$ cat src/rtl/core/tmw_pkg.sv
`default_nettype none
package tmw_pkg;

   localparam int VISIBLE_COLS = 48;
   localparam int VISIBLE_ROWS = 28;
   localparam int TAB_STOP     = 4;
   localparam int PACKED_LIMIT = 32;
   localparam int PAL_SHIFT    = 14;
   localparam int SEG_SHIFT    = 12;
   localparam int ROW_SHIFT    = 6;
   localparam int MAX_GLYPH    = 8;

   localparam logic [7:0] CODE_TAB = 8'd9;
   localparam logic [7:0] CODE_NL  = 8'd10;
   localparam logic [7:0] CODE_CR  = 8'd13;

   localparam logic [2:0] REG_FONT_CHAR_BASE  = 3'd0;
   localparam logic [2:0] REG_GLYPH_WIDTH     = 3'd1;
   localparam logic [2:0] REG_GLYPH_HEIGHT    = 3'd2;
   localparam logic [2:0] REG_FONT_CHAR_COUNT = 3'd3;
   localparam logic [2:0] REG_FONT_FIRST_CODE = 3'd4;
   localparam logic [2:0] REG_PALETTE         = 3'd5;
   localparam logic [2:0] REG_MAP_SEGMENT     = 3'd6;

   typedef struct packed {
      logic [10:0] font_char_base;
      logic [3:0]  glyph_width;
      logic [3:0]  glyph_height;
      logic [8:0]  font_char_count;
      logic [7:0]  font_first_code;
      logic [1:0]  palette;
      logic [3:0]  map_segment;
   } cfg_type;

   typedef struct packed {
      logic load;
      logic mul;
      logic base;
      logic step;
      logic advance;
   } ctrl_cmd_type;

   typedef struct packed {
      logic draw;
      logic zero_size;
      logic out_free;
      logic last_pos;
   } ctrl_sts_type;

   typedef enum logic [1:0] {
      ST_IDLE,
      ST_MUL,
      ST_BASE,
      ST_EMIT
   } state_type;

endpackage
`default_nettype wire

$ cat src/rtl/core/tmw_csr.sv
`default_nettype none
module tmw_csr (
   input  wire logic           clock,
   input  wire logic           reset,
   input  wire logic           csr_valid,
   output logic                csr_ready,
   input  wire logic [2:0]     csr_index,
   input  wire logic [10:0]    csr_wdata,
   output tmw_pkg::cfg_type    cfg
);

   logic [10:0] font_char_base_ff;
   logic [3:0]  glyph_width_ff;
   logic [3:0]  glyph_height_ff;
   logic [8:0]  font_char_count_ff;
   logic [7:0]  font_first_code_ff;
   logic [1:0]  palette_ff;
   logic [3:0]  map_segment_ff;

   assign csr_ready = 1'b1;

   always_ff @(posedge clock) begin
      if (reset) begin
         font_char_base_ff  <= 11'd0;
         glyph_width_ff     <= 4'd1;
         glyph_height_ff    <= 4'd1;
         font_char_count_ff <= 9'd256;
         font_first_code_ff <= 8'd0;
         palette_ff         <= 2'd0;
         map_segment_ff     <= 4'd0;
      end else if (csr_valid && csr_ready) begin
         case (csr_index)
            tmw_pkg::REG_FONT_CHAR_BASE:  font_char_base_ff  <= csr_wdata;
            tmw_pkg::REG_GLYPH_WIDTH:     glyph_width_ff     <= csr_wdata[3:0];
            tmw_pkg::REG_GLYPH_HEIGHT:    glyph_height_ff    <= csr_wdata[3:0];
            tmw_pkg::REG_FONT_CHAR_COUNT: font_char_count_ff <= csr_wdata[8:0];
            tmw_pkg::REG_FONT_FIRST_CODE: font_first_code_ff <= csr_wdata[7:0];
            tmw_pkg::REG_PALETTE:         palette_ff         <= csr_wdata[1:0];
            tmw_pkg::REG_MAP_SEGMENT:     map_segment_ff     <= csr_wdata[3:0];
            default: begin
            end
         endcase
      end
   end

   // glyph sizes above eight act as eight
   always_comb begin
      cfg.font_char_base  = font_char_base_ff;
      cfg.glyph_width     = (glyph_width_ff > 4'(tmw_pkg::MAX_GLYPH))
                            ? 4'(tmw_pkg::MAX_GLYPH) : glyph_width_ff;
      cfg.glyph_height    = (glyph_height_ff > 4'(tmw_pkg::MAX_GLYPH))
                            ? 4'(tmw_pkg::MAX_GLYPH) : glyph_height_ff;
      cfg.font_char_count = font_char_count_ff;
      cfg.font_first_code = font_first_code_ff;
      cfg.palette         = palette_ff;
      cfg.map_segment     = map_segment_ff;
   end

endmodule
`default_nettype wire

$ cat src/rtl/core/tmw_ctrl.sv
`default_nettype none
module tmw_ctrl (
   input  wire logic                 clock,
   input  wire logic                 reset,
   input  wire logic                 in_valid,
   output logic                      in_ready,
   input  wire tmw_pkg::ctrl_sts_type sts,
   output tmw_pkg::ctrl_cmd_type     cmd
);

   tmw_pkg::state_type state_ff;
   tmw_pkg::state_type state_in;

   always_ff @(posedge clock) begin
      if (reset) begin
         state_ff <= tmw_pkg::ST_IDLE;
      end else begin
         state_ff <= state_in;
      end
   end

   always_comb begin
      state_in = state_ff;
      case (state_ff)
         tmw_pkg::ST_IDLE: begin
            if (in_valid && sts.draw) begin
               state_in = tmw_pkg::ST_MUL;
            end
         end
         tmw_pkg::ST_MUL: begin
            state_in = tmw_pkg::ST_BASE;
         end
         tmw_pkg::ST_BASE: begin
            state_in = sts.zero_size ? tmw_pkg::ST_IDLE : tmw_pkg::ST_EMIT;
         end
         tmw_pkg::ST_EMIT: begin
            if (sts.out_free && sts.last_pos) begin
               state_in = tmw_pkg::ST_IDLE;
            end
         end
         default: begin
            state_in = tmw_pkg::ST_IDLE;
         end
      endcase
   end

   always_comb begin
      in_ready    = 1'b0;
      cmd         = '0;
      case (state_ff)
         tmw_pkg::ST_IDLE: begin
            in_ready = 1'b1;
            cmd.load = in_valid;
         end
         tmw_pkg::ST_MUL: begin
            cmd.mul = 1'b1;
         end
         tmw_pkg::ST_BASE: begin
            cmd.base    = 1'b1;
            cmd.advance = sts.zero_size;
         end
         tmw_pkg::ST_EMIT: begin
            cmd.step    = sts.out_free;
            cmd.advance = sts.out_free && sts.last_pos;
         end
         default: begin
         end
      endcase
   end

endmodule
`default_nettype wire

$ cat src/rtl/core/tmw_dpath.sv
`default_nettype none
module tmw_dpath (
   input  wire logic                  clock,
   input  wire logic                  reset,
   input  wire tmw_pkg::cfg_type      cfg,
   input  wire tmw_pkg::ctrl_cmd_type cmd,
   output tmw_pkg::ctrl_sts_type      sts,
   input  wire logic                  in_first,
   input  wire logic [7:0]            in_start_x,
   input  wire logic [7:0]            in_start_y,
   input  wire logic [7:0]            in_char_code,
   output logic                       out_valid,
   input  wire logic                  out_ready,
   output logic [15:0]                out_map_address,
   output logic [15:0]                out_tile_word,
   output logic                       out_last
);

   logic [7:0]  col_ff, row_ff, ls_ff;
   logic [7:0]  col_in, row_in, ls_in;
   logic [7:0]  g_ff;
   logic [10:0] t_ff;
   logic [8:0]  stride_ff;
   logic [15:0] pos_ff;
   logic [15:0] base_ff;
   logic [2:0]  ox_ff, oy_ff;
   logic [10:0] oy_off_ff;
   logic        out_valid_ff;
   logic [15:0] out_addr_ff, out_tile_ff;
   logic        out_last_ff;

   logic [7:0]  eff_col, eff_row, eff_ls;
   logic        drop, is_tab, is_nl;
   logic [11:0] tab_prod;
   logic [7:0]  adv_col;
   logic [2:0]  gh_m1;
   logic [8:0]  hi_prod;
   logic        ox_last, oy_last;
   logic [15:0] tile_sum;
   logic [15:0] addr_sum;

   always_comb begin
      eff_col = in_first ? in_start_x : col_ff;
      eff_row = in_first ? in_start_y : row_ff;
      eff_ls  = in_first ? in_start_x : ls_ff;
      drop    = (eff_col >= 8'(tmw_pkg::VISIBLE_COLS)) ||
                (eff_row >= 8'(tmw_pkg::VISIBLE_ROWS)) ||
                (in_char_code == tmw_pkg::CODE_CR);
      is_tab  = in_char_code == tmw_pkg::CODE_TAB;
      is_nl   = in_char_code == tmw_pkg::CODE_NL;
      tab_prod = (12'(eff_col / 8'(tmw_pkg::TAB_STOP)) + 12'd1) *
                 12'(tmw_pkg::TAB_STOP) * 12'(cfg.glyph_width);
      adv_col = col_ff + 8'(cfg.glyph_width);
   end

   // cursor update
   always_comb begin
      col_in = col_ff;
      row_in = row_ff;
      ls_in  = ls_ff;
      if (cmd.load) begin
         col_in = eff_col;
         row_in = eff_row;
         ls_in  = eff_ls;
         if (!drop && is_tab) begin
            col_in = tab_prod[7:0];
         end else if (!drop && is_nl) begin
            row_in = eff_row + 8'(cfg.glyph_height);
            col_in = eff_ls;
         end
      end else if (cmd.advance) begin
         if (adv_col >= 8'(tmw_pkg::VISIBLE_COLS)) begin
            row_in = row_ff + 8'(cfg.glyph_height);
            col_in = ls_ff;
         end else begin
            col_in = adv_col;
         end
      end
   end

   always_ff @(posedge clock) begin
      if (reset) begin
         col_ff <= 8'd0;
         row_ff <= 8'd0;
         ls_ff  <= 8'd0;
      end else begin
         col_ff <= col_in;
         row_ff <= row_in;
         ls_ff  <= ls_in;
      end
   end

   always_comb begin
      gh_m1   = (cfg.glyph_height == 4'd0) ? 3'd0 : 3'(cfg.glyph_height - 4'd1);
      hi_prod = 9'(t_ff[10:5]) * 9'(gh_m1);
      ox_last = {1'b0, ox_ff} == (cfg.glyph_width - 4'd1);
      oy_last = {1'b0, oy_ff} == (cfg.glyph_height - 4'd1);
      tile_sum = base_ff + 16'(ox_ff) + 16'(oy_off_ff);
      addr_sum = pos_ff + 16'(ox_ff) + 16'({oy_ff, 6'd0});
   end

   // glyph setup and position counters
   always_ff @(posedge clock) begin
      if (cmd.load) begin
         g_ff <= in_char_code - cfg.font_first_code;
      end
      if (cmd.mul) begin
         t_ff      <= 11'(g_ff) * 11'(cfg.glyph_width);
         stride_ff <= (cfg.font_char_count < 9'(tmw_pkg::PACKED_LIMIT))
                      ? 9'(cfg.font_char_count[4:0]) * 9'(cfg.glyph_width)
                      : 9'(tmw_pkg::PACKED_LIMIT);
         pos_ff    <= {cfg.map_segment, 12'd0} + 16'({row_ff, 6'd0}) + 16'(col_ff);
      end
      if (cmd.base) begin
         base_ff   <= 16'(cfg.font_char_base) + 16'(t_ff) + 16'({hi_prod, 5'd0});
         ox_ff     <= 3'd0;
         oy_ff     <= 3'd0;
         oy_off_ff <= 11'd0;
      end else if (cmd.step) begin
         if (oy_last) begin
            oy_ff     <= 3'd0;
            oy_off_ff <= 11'd0;
            ox_ff     <= ox_ff + 3'd1;
         end else begin
            oy_ff     <= oy_ff + 3'd1;
            oy_off_ff <= oy_off_ff + 11'(stride_ff);
         end
      end
   end

   // output word register
   always_ff @(posedge clock) begin
      if (reset) begin
         out_valid_ff <= 1'b0;
      end else if (cmd.step) begin
         out_valid_ff <= 1'b1;
      end else if (out_ready) begin
         out_valid_ff <= 1'b0;
      end
   end

   always_ff @(posedge clock) begin
      if (cmd.step) begin
         out_addr_ff <= addr_sum;
         out_tile_ff <= tile_sum | {cfg.palette, 14'd0};
         out_last_ff <= ox_last && oy_last;
      end
   end

   always_comb begin
      sts.draw      = !drop && !is_tab && !is_nl;
      sts.zero_size = (cfg.glyph_width == 4'd0) || (cfg.glyph_height == 4'd0);
      sts.out_free  = !out_valid_ff || out_ready;
      sts.last_pos  = ox_last && oy_last;
   end

   assign out_valid       = out_valid_ff;
   assign out_map_address = out_addr_ff;
   assign out_tile_word   = out_tile_ff;
   assign out_last        = out_last_ff;

endmodule
`default_nettype wire

$ cat src/rtl/core/text_to_tile_map_writer_top.sv
// a drawn character's first word passes MUL, BASE, EMIT and the output register;
// it holds the input until its last word is loaded, one word per cycle from the
// emit counters while the output is free; tab, new line, dropped: input not held
// the last word may still wait at the output while the next character is accepted
// reset: synchronous, clears the cursor to 0 and sets registers to their defaults
`default_nettype none
module text_to_tile_map_writer_top (
   input  wire logic        clock,
   input  wire logic        reset,
   input  wire logic        req_tvalid,
   output logic             req_tready,
   input  wire logic [23:0] req_tdata,   // start_x, start_y, char_code
   input  wire logic        req_tuser,   // first
   output logic             rsp_tvalid,
   input  wire logic        rsp_tready,
   output logic [31:0]      rsp_tdata,   // map_address, tile_word
   output logic             rsp_tlast,   // last
   input  wire logic        csr_valid,
   output logic             csr_ready,
   input  wire logic [2:0]  csr_index,
   input  wire logic [10:0] csr_wdata
);

   tmw_pkg::cfg_type      cfg;
   tmw_pkg::ctrl_cmd_type cmd;
   tmw_pkg::ctrl_sts_type sts;
   logic [15:0]           map_address;
   logic [15:0]           tile_word;

   tmw_csr u_csr (
      .clock     (clock),
      .reset     (reset),
      .csr_valid (csr_valid),
      .csr_ready (csr_ready),
      .csr_index (csr_index),
      .csr_wdata (csr_wdata),
      .cfg       (cfg)
   );

   tmw_ctrl u_ctrl (
      .clock    (clock),
      .reset    (reset),
      .in_valid (req_tvalid),
      .in_ready (req_tready),
      .sts      (sts),
      .cmd      (cmd)
   );

   tmw_dpath u_dpath (
      .clock           (clock),
      .reset           (reset),
      .cfg             (cfg),
      .cmd             (cmd),
      .sts             (sts),
      .in_first        (req_tuser),
      .in_start_x      (req_tdata[7:0]),
      .in_start_y      (req_tdata[15:8]),
      .in_char_code    (req_tdata[23:16]),
      .out_valid       (rsp_tvalid),
      .out_ready       (rsp_tready),
      .out_map_address (map_address),
      .out_tile_word   (tile_word),
      .out_last        (rsp_tlast)
   );

   assign rsp_tdata = {tile_word, map_address};

`ifndef NO_ASSERTIONS
   a_step_has_room: assert property (@(posedge clock) disable iff (reset)
      cmd.step |-> sts.out_free)
      else $error("word loaded while output register busy");

   a_last_frees_input: assert property (@(posedge clock) disable iff (reset)
      (cmd.step && sts.last_pos) |=> req_tready)
      else $error("input not ready after final word");

   a_advance_busy: assert property (@(posedge clock) disable iff (reset)
      cmd.advance |-> !req_tready)
      else $error("cursor advance while accepting input");

   a_one_phase: assert property (@(posedge clock) disable iff (reset)
      $onehot0({cmd.load, cmd.mul, cmd.base, cmd.step}))
      else $error("more than one datapath phase at once");
`endif

endmodule
`default_nettype wire
$ cat config.mk
export PLATFORM = sky130hd
export DESIGN_NAME = text_to_tile_map_writer_top
export DESIGN_NICKNAME = d
export VERILOG_FILES = /design/src/rtl/core/tmw_pkg.sv /design/src/rtl/core/tmw_csr.sv /design/src/rtl/core/tmw_ctrl.sv /design/src/rtl/core/tmw_dpath.sv /design/src/rtl/core/text_to_tile_map_writer_top.sv
export SDC_FILE = /design/constraint.sdc
export NUM_CORES = 1
export LEC_CHECK = 0
export BUFFER_PORTS_ARGS = -buffer_cell sky130_fd_sc_hd__buf_4
export CAP_MARGIN = 20
export CORE_UTILIZATION = 45
export CTS_CLUSTER_SIZE = 12
export DETAILED_ROUTE_END_ITERATION = 8
export SYNTH_ARGS = -nofsm -noshare
export SYNTH_HDL_FRONTEND = slang
export SYNTH_SLANG_ARGS = --single-unit
$ cat constraint.sdc
create_clock -name clock -period 4.1 [get_ports clock]
set_clock_uncertainty 0.05 [all_clocks]
set_input_delay 0.205 -clock clock [delete_from_list [all_inputs] [get_ports clock]]
set_output_delay 0.205 -clock clock [all_outputs]
set_load 0.01 [all_outputs]
==> impl_table.tex <==
\begin{tabular}{lr}
\hline
Metric & Value \\
\hline
\multicolumn{2}{l}{\textbf{Power and ir drop}} \\
\quad Post-route total power & around 0.0045 W \\
\quad Leak Pwr & 6.24 nW \\
\quad IR drop worst, VDD & between 200 and 250 uV \\
\quad Power density over the cells & about 320 nW/um2 \\
\multicolumn{2}{l}{\textbf{Final layout}} \\
\quad Design area & 14200 um2 \\
\quad Final \#Nets & 1615 \\
\quad Fraction of final layout cells with drive strength greater than 1 & 0.130 \\
\quad Area Growth Syn to Fin & 15.7\% \\
\quad Final core utilization & 0.529 \\
\quad Commonest non-fill, non-tap cells in the layout & sky130\_fd\_sc\_hd\_\_nand2\_1 (165), sky130\_fd\_sc\_hd\_\_ha\_1 (117), sky130\_fd\_sc\_hd\_\_buf\_4 (117), sky130\_fd\_sc\_hd\_\_nor2\_1 (101), sky130\_fd\_sc\_hd\_\_a21oi\_1 (101) \\
\quad Final-layout fill cell count & roughly 2500 \\
\quad Leading cell type in the layout, fill and taps excluded & sky130\_fd\_sc\_hd\_\_nand2\_1 \\
\multicolumn{2}{l}{\textbf{Global routing}} \\
\quad Wire length of the first global-routing pass & roughly 46 mm \\
\quad Largest net degree at the start of global routing & 70 \\
\quad Overall track demand over capacity in global routing & 0.208 \\
\quad Initial antenna violation count & 1 \\
\quad Remaining global-route overflow & 0 \\
\quad Vias in the first global route & 8919 \\
\multicolumn{2}{l}{\textbf{Clocking}} \\
\quad Num CTS Buffers & 17 \\
\quad Clock transition at the registers of the reported paths & $\sim$70 ps \\
\quad Clock tree from TritonCTS & built \\
\quad Clock sinks & around 180 \\
\quad Max Root-Sink Buffers & 2 \\
\quad Clock root cell & sky130\_fd\_sc\_hd\_\_clkbuf\_16 \\
\quad Count of H-tree levels built during CTS & 4 \\
\quad Insertion delay to the later sink of the worst-skew pair & about 440 ps \\
\multicolumn{2}{l}{\textbf{Synth}} \\
\quad Largest area contributor in the netlist & sky130\_fd\_sc\_hd\_\_edfxtp\_1 \\
\quad Total standard cell area after synthesis & 12300 um2 \\
\quad Primary flip-flop cell chosen by synthesis mapping & sky130\_fd\_sc\_hd\_\_edfxtp\_1 \\
\quad Register area share after synthesis & 0.365 \\
\quad Async S/R FF share, synth & 0 \\
\quad Mean area per synthesized cell & around 9.4 um2 \\
\quad Number of enable-type register cells in the synthesized netlist & between 90 and 100 \\
\quad Count of warnings emitted by yosys & 0 \\
\quad Count of unique library cells instantiated by Yosys & 76 \\
\quad Top cells by area in the synthesized netlist & sky130\_fd\_sc\_hd\_\_edfxtp\_1 (22\%), sky130\_fd\_sc\_hd\_\_dfxtp\_1 (14\%), sky130\_fd\_sc\_hd\_\_ha\_1 (12\%), sky130\_fd\_sc\_hd\_\_fa\_1 (6.7\%), sky130\_fd\_sc\_hd\_\_xnor2\_1 (5.2\%) \\
\quad \#FFs+latches synth & $\sim$180 \\
\quad Net count after synthesis & around 1500 \\
\quad Number of standard cells after synthesis & roughly 1300 \\
\quad Area share of the largest cell type after synthesis & 0.225 \\
\multicolumn{2}{l}{\textbf{Min path}} \\
\quad Worst Hold Class & in2reg \\
\multicolumn{2}{l}{\textbf{STA}} \\
\quad Final setup vio count & 0 \\
\quad Period utilisation layout & 0.944 \\
\quad Worst-Margin Slew & between 800 and 900 ps \\
\quad F\_max & between 0.2 and 0.3 GHz \\
\quad Max Slew Vio Count & 0 \\
\quad Final Hold Vio Count & 0 \\
\quad Crit path setup slack, layout & around 230 ps \\
\quad Final critical-path required period & between 3000 and 4000 ps \\
\quad Relative slew slack & 0.436 \\
\quad Post-route worst hold slack & 37.3 ps \\
\multicolumn{2}{l}{\textbf{Floorplan}} \\
\quad Initial core utilization & 0.457 \\
\quad IO Pins & 80 \\
\quad Die width & about 170 um \\
\quad Die Area & 28000 um2 \\
\quad Number of core rows & 60 \\
\quad Vertical die dimension & 167 um \\
\quad Area of the core & roughly 27000 um2 \\
\multicolumn{2}{l}{\textbf{Detailed routing}} \\
\quad Final routed wirelength across all metal layers & 28.7 mm \\
\quad Vias & 9263 \\
\quad Residual antenna-violating net count after detailed routing & 0 \\
\quad Drt pass-1 iters & 4 \\
\quad Post-route DRC & 0 \\
\quad Average routed wire per standard cell & 16.2 um \\
\quad Via/cell ratio & 5.24 \\
\quad 1st-iter DRT viols & roughly 440 \\
\multicolumn{2}{l}{\textbf{Critical path}} \\
\quad CP startpoint kind & register \\
\quad CP Capture Type & register \\
\quad Type of the setup path with the least slack & reg2reg \\
\quad Worst-path cell with the longest stage delay & sky130\_fd\_sc\_hd\_\_fa\_1 \\
\quad Crit path DAT & 4000 ps \\
\quad Largest driver fanout on the critical path & 3 \\
\quad Worst path most repeated cell & sky130\_fd\_sc\_hd\_\_ha\_1 \\
\quad Peak per-stage delay on the critical path & $\sim$400 ps \\
\quad Cell Chain, Critical Path & nor2b\_2 > inv\_2 > ha\_1 > xnor2\_2 > nor2\_2 > and2\_4 > fa\_1 > ha\_1 > fa\_1 > xor2\_1 > ha\_1 > a21boi\_1 > o21ai\_1 > nand2b\_1 > a21oi\_1 > nor2b\_1 > xnor2\_1 \\
\quad Required @ worst endpoint & 4230 ps \\
\multicolumn{2}{l}{\textbf{Status}} \\
\quad Outcome & completed \\
\multicolumn{2}{l}{\textbf{Place}} \\
\quad Final HPWL DP & between 20 and 25 mm \\
\quad Quantity of I/O buffers inserted on ports & between 70 and 80 \\
\quad Weighted congestion reported at the end of routability-driven placement & 0.874 \\
\quad Total cell area at the placement stage & approximately 13000 um2 \\
\quad Post-Place Setup Slack & -95.0 ps \\
\multicolumn{2}{l}{\textbf{Flow run}} \\
\quad Max-cap violations & 0 \\
\hline
\end{tabular}
what timing repair did:
action / in CTS / in global routing
hold buffers: 14 / 0
hold endpoints to repair: 17 / 0
setup buffers: 0 / 2
endpoints found under the setup margin: 0 / 4
gates resized for setup: 0 / 8
cells by family after synthesis:
group / count (synthesis) / synth area share
DFF: 178 / 0.365
adders and majority gates: 159 / 0.187
buffers and inverters: 143 / 0.0459
xor gates and xnor gates: 101 / 0.0742
muxes: 41 / 0.0338
AOI/OAI and AO/OA: 247 / 0.127
other: 1 / 0.000305
and+or+nand+nor: 434 / 0.167
metrics by stage:
stage / instances / TNS [ps]
3_5_place_dp: 1718 / -95.0
3_3_place_gp: 1718 / 0
4_1_cts: 1764 / 0
5_1_grt: 1766 / -0.456
2_1_floorplan: 1304 / 0
6_report: 1767 / 0
cell usage after synthesis (all sizes together), types with 5 or more instances:
cell    count
nand4       5
nand2b     14
a31oi       5
a22oi       7
a211oi      7
o21ai      40
nor2b      26
a21boi      5
o31ai       5
nor4       10
nand3      26
mux2i      37
fa         41
clkbuf     32
nor3       20
buf        11
and2       37
o21a        8
and3        8
ha        118
xnor2      73
nand2     166
edfxtp     92
inv       100
xor2       26
dfxtp      86
o21bai     10
a21oi     102
o211ai      5
a21o       23
nor2      102
critical path: cells and delay by family, from the launching register on:
family                   cells  cell delay [ps]
AO/OA/AOI/OAI                3              420
XOR/XNOR                     3              440
adder cells (fa/ha/maj)      5             1600
buffers and inverters        1               50
flip-flops                   1              340
AND/OR/NAND/NOR              5              710
layer usage:
metal / up-vias / GRT usage / share of wire
li1: 4720 / - / -
met3: 25 / 0.0305 / 0.030
met4: 0 / 0.0586 / 0.016
met2: 157 / 0.343 / 0.46
met5: - / 0 / 0
met1: 4361 / 0.285 / 0.49
power by group:
group	internal, W	switching [W]
Sequential	0.00196	0.0000736
Clock	0.000905	0.000794
Combinational	0.000327	0.000423
layout make-up:
class,instances,area [um2],area share
multi-input combinational,983,7290,0.512
sequential,178,4480,0.315
timing repair buffer,132,1040,0.0730
clock buffer,19,453,0.0318
tap,341,427,0.0300
inverter,100,375,0.0264
clock inverter,13,156,0.0110
antenna,1,2.50,0.000176
registers in the layout, indices dropped and copies added (netlist names), 11 cells and up:
| register | cells |
|---|---|
| u_dpath.out_map_address | 16 |
| u_dpath.out_tile_word | 16 |
| u_csr.font_char_base_ff | 11 |
| u_dpath.pos_ff | 16 |
| u_dpath.t_ff | 11 |
| u_dpath.oy_off_ff | 11 |
| u_dpath.base_ff | 15 |
worst paths after layout:
| check | end | startpoint | cells after the start | slack (ps) |
|---|---|---|---|---|
| min reg2reg | u_csr.font_first_code_ff[2]$_SDFFE_PP0P_ | u_csr.font_first_code_ff[2]$_SDFFE_PP0P_ | 2 | 410 |
| max reg2reg | u_dpath.base_ff[13]$_DFFE_PP_ | u_csr.glyph_height_ff[0]$_SDFFE_PP1P_ | 17 | 230 |
| max | u_dpath.base_ff[13]$_DFFE_PP_ | u_csr.glyph_height_ff[0]$_SDFFE_PP1P_ | 17 | 230 |
| min | u_csr.font_first_code_ff[0]$_SDFFE_PP0P_ | csr_wdata[0] | 3 | 40 |
No activity file was read; power rests on OpenSTA's default activity.
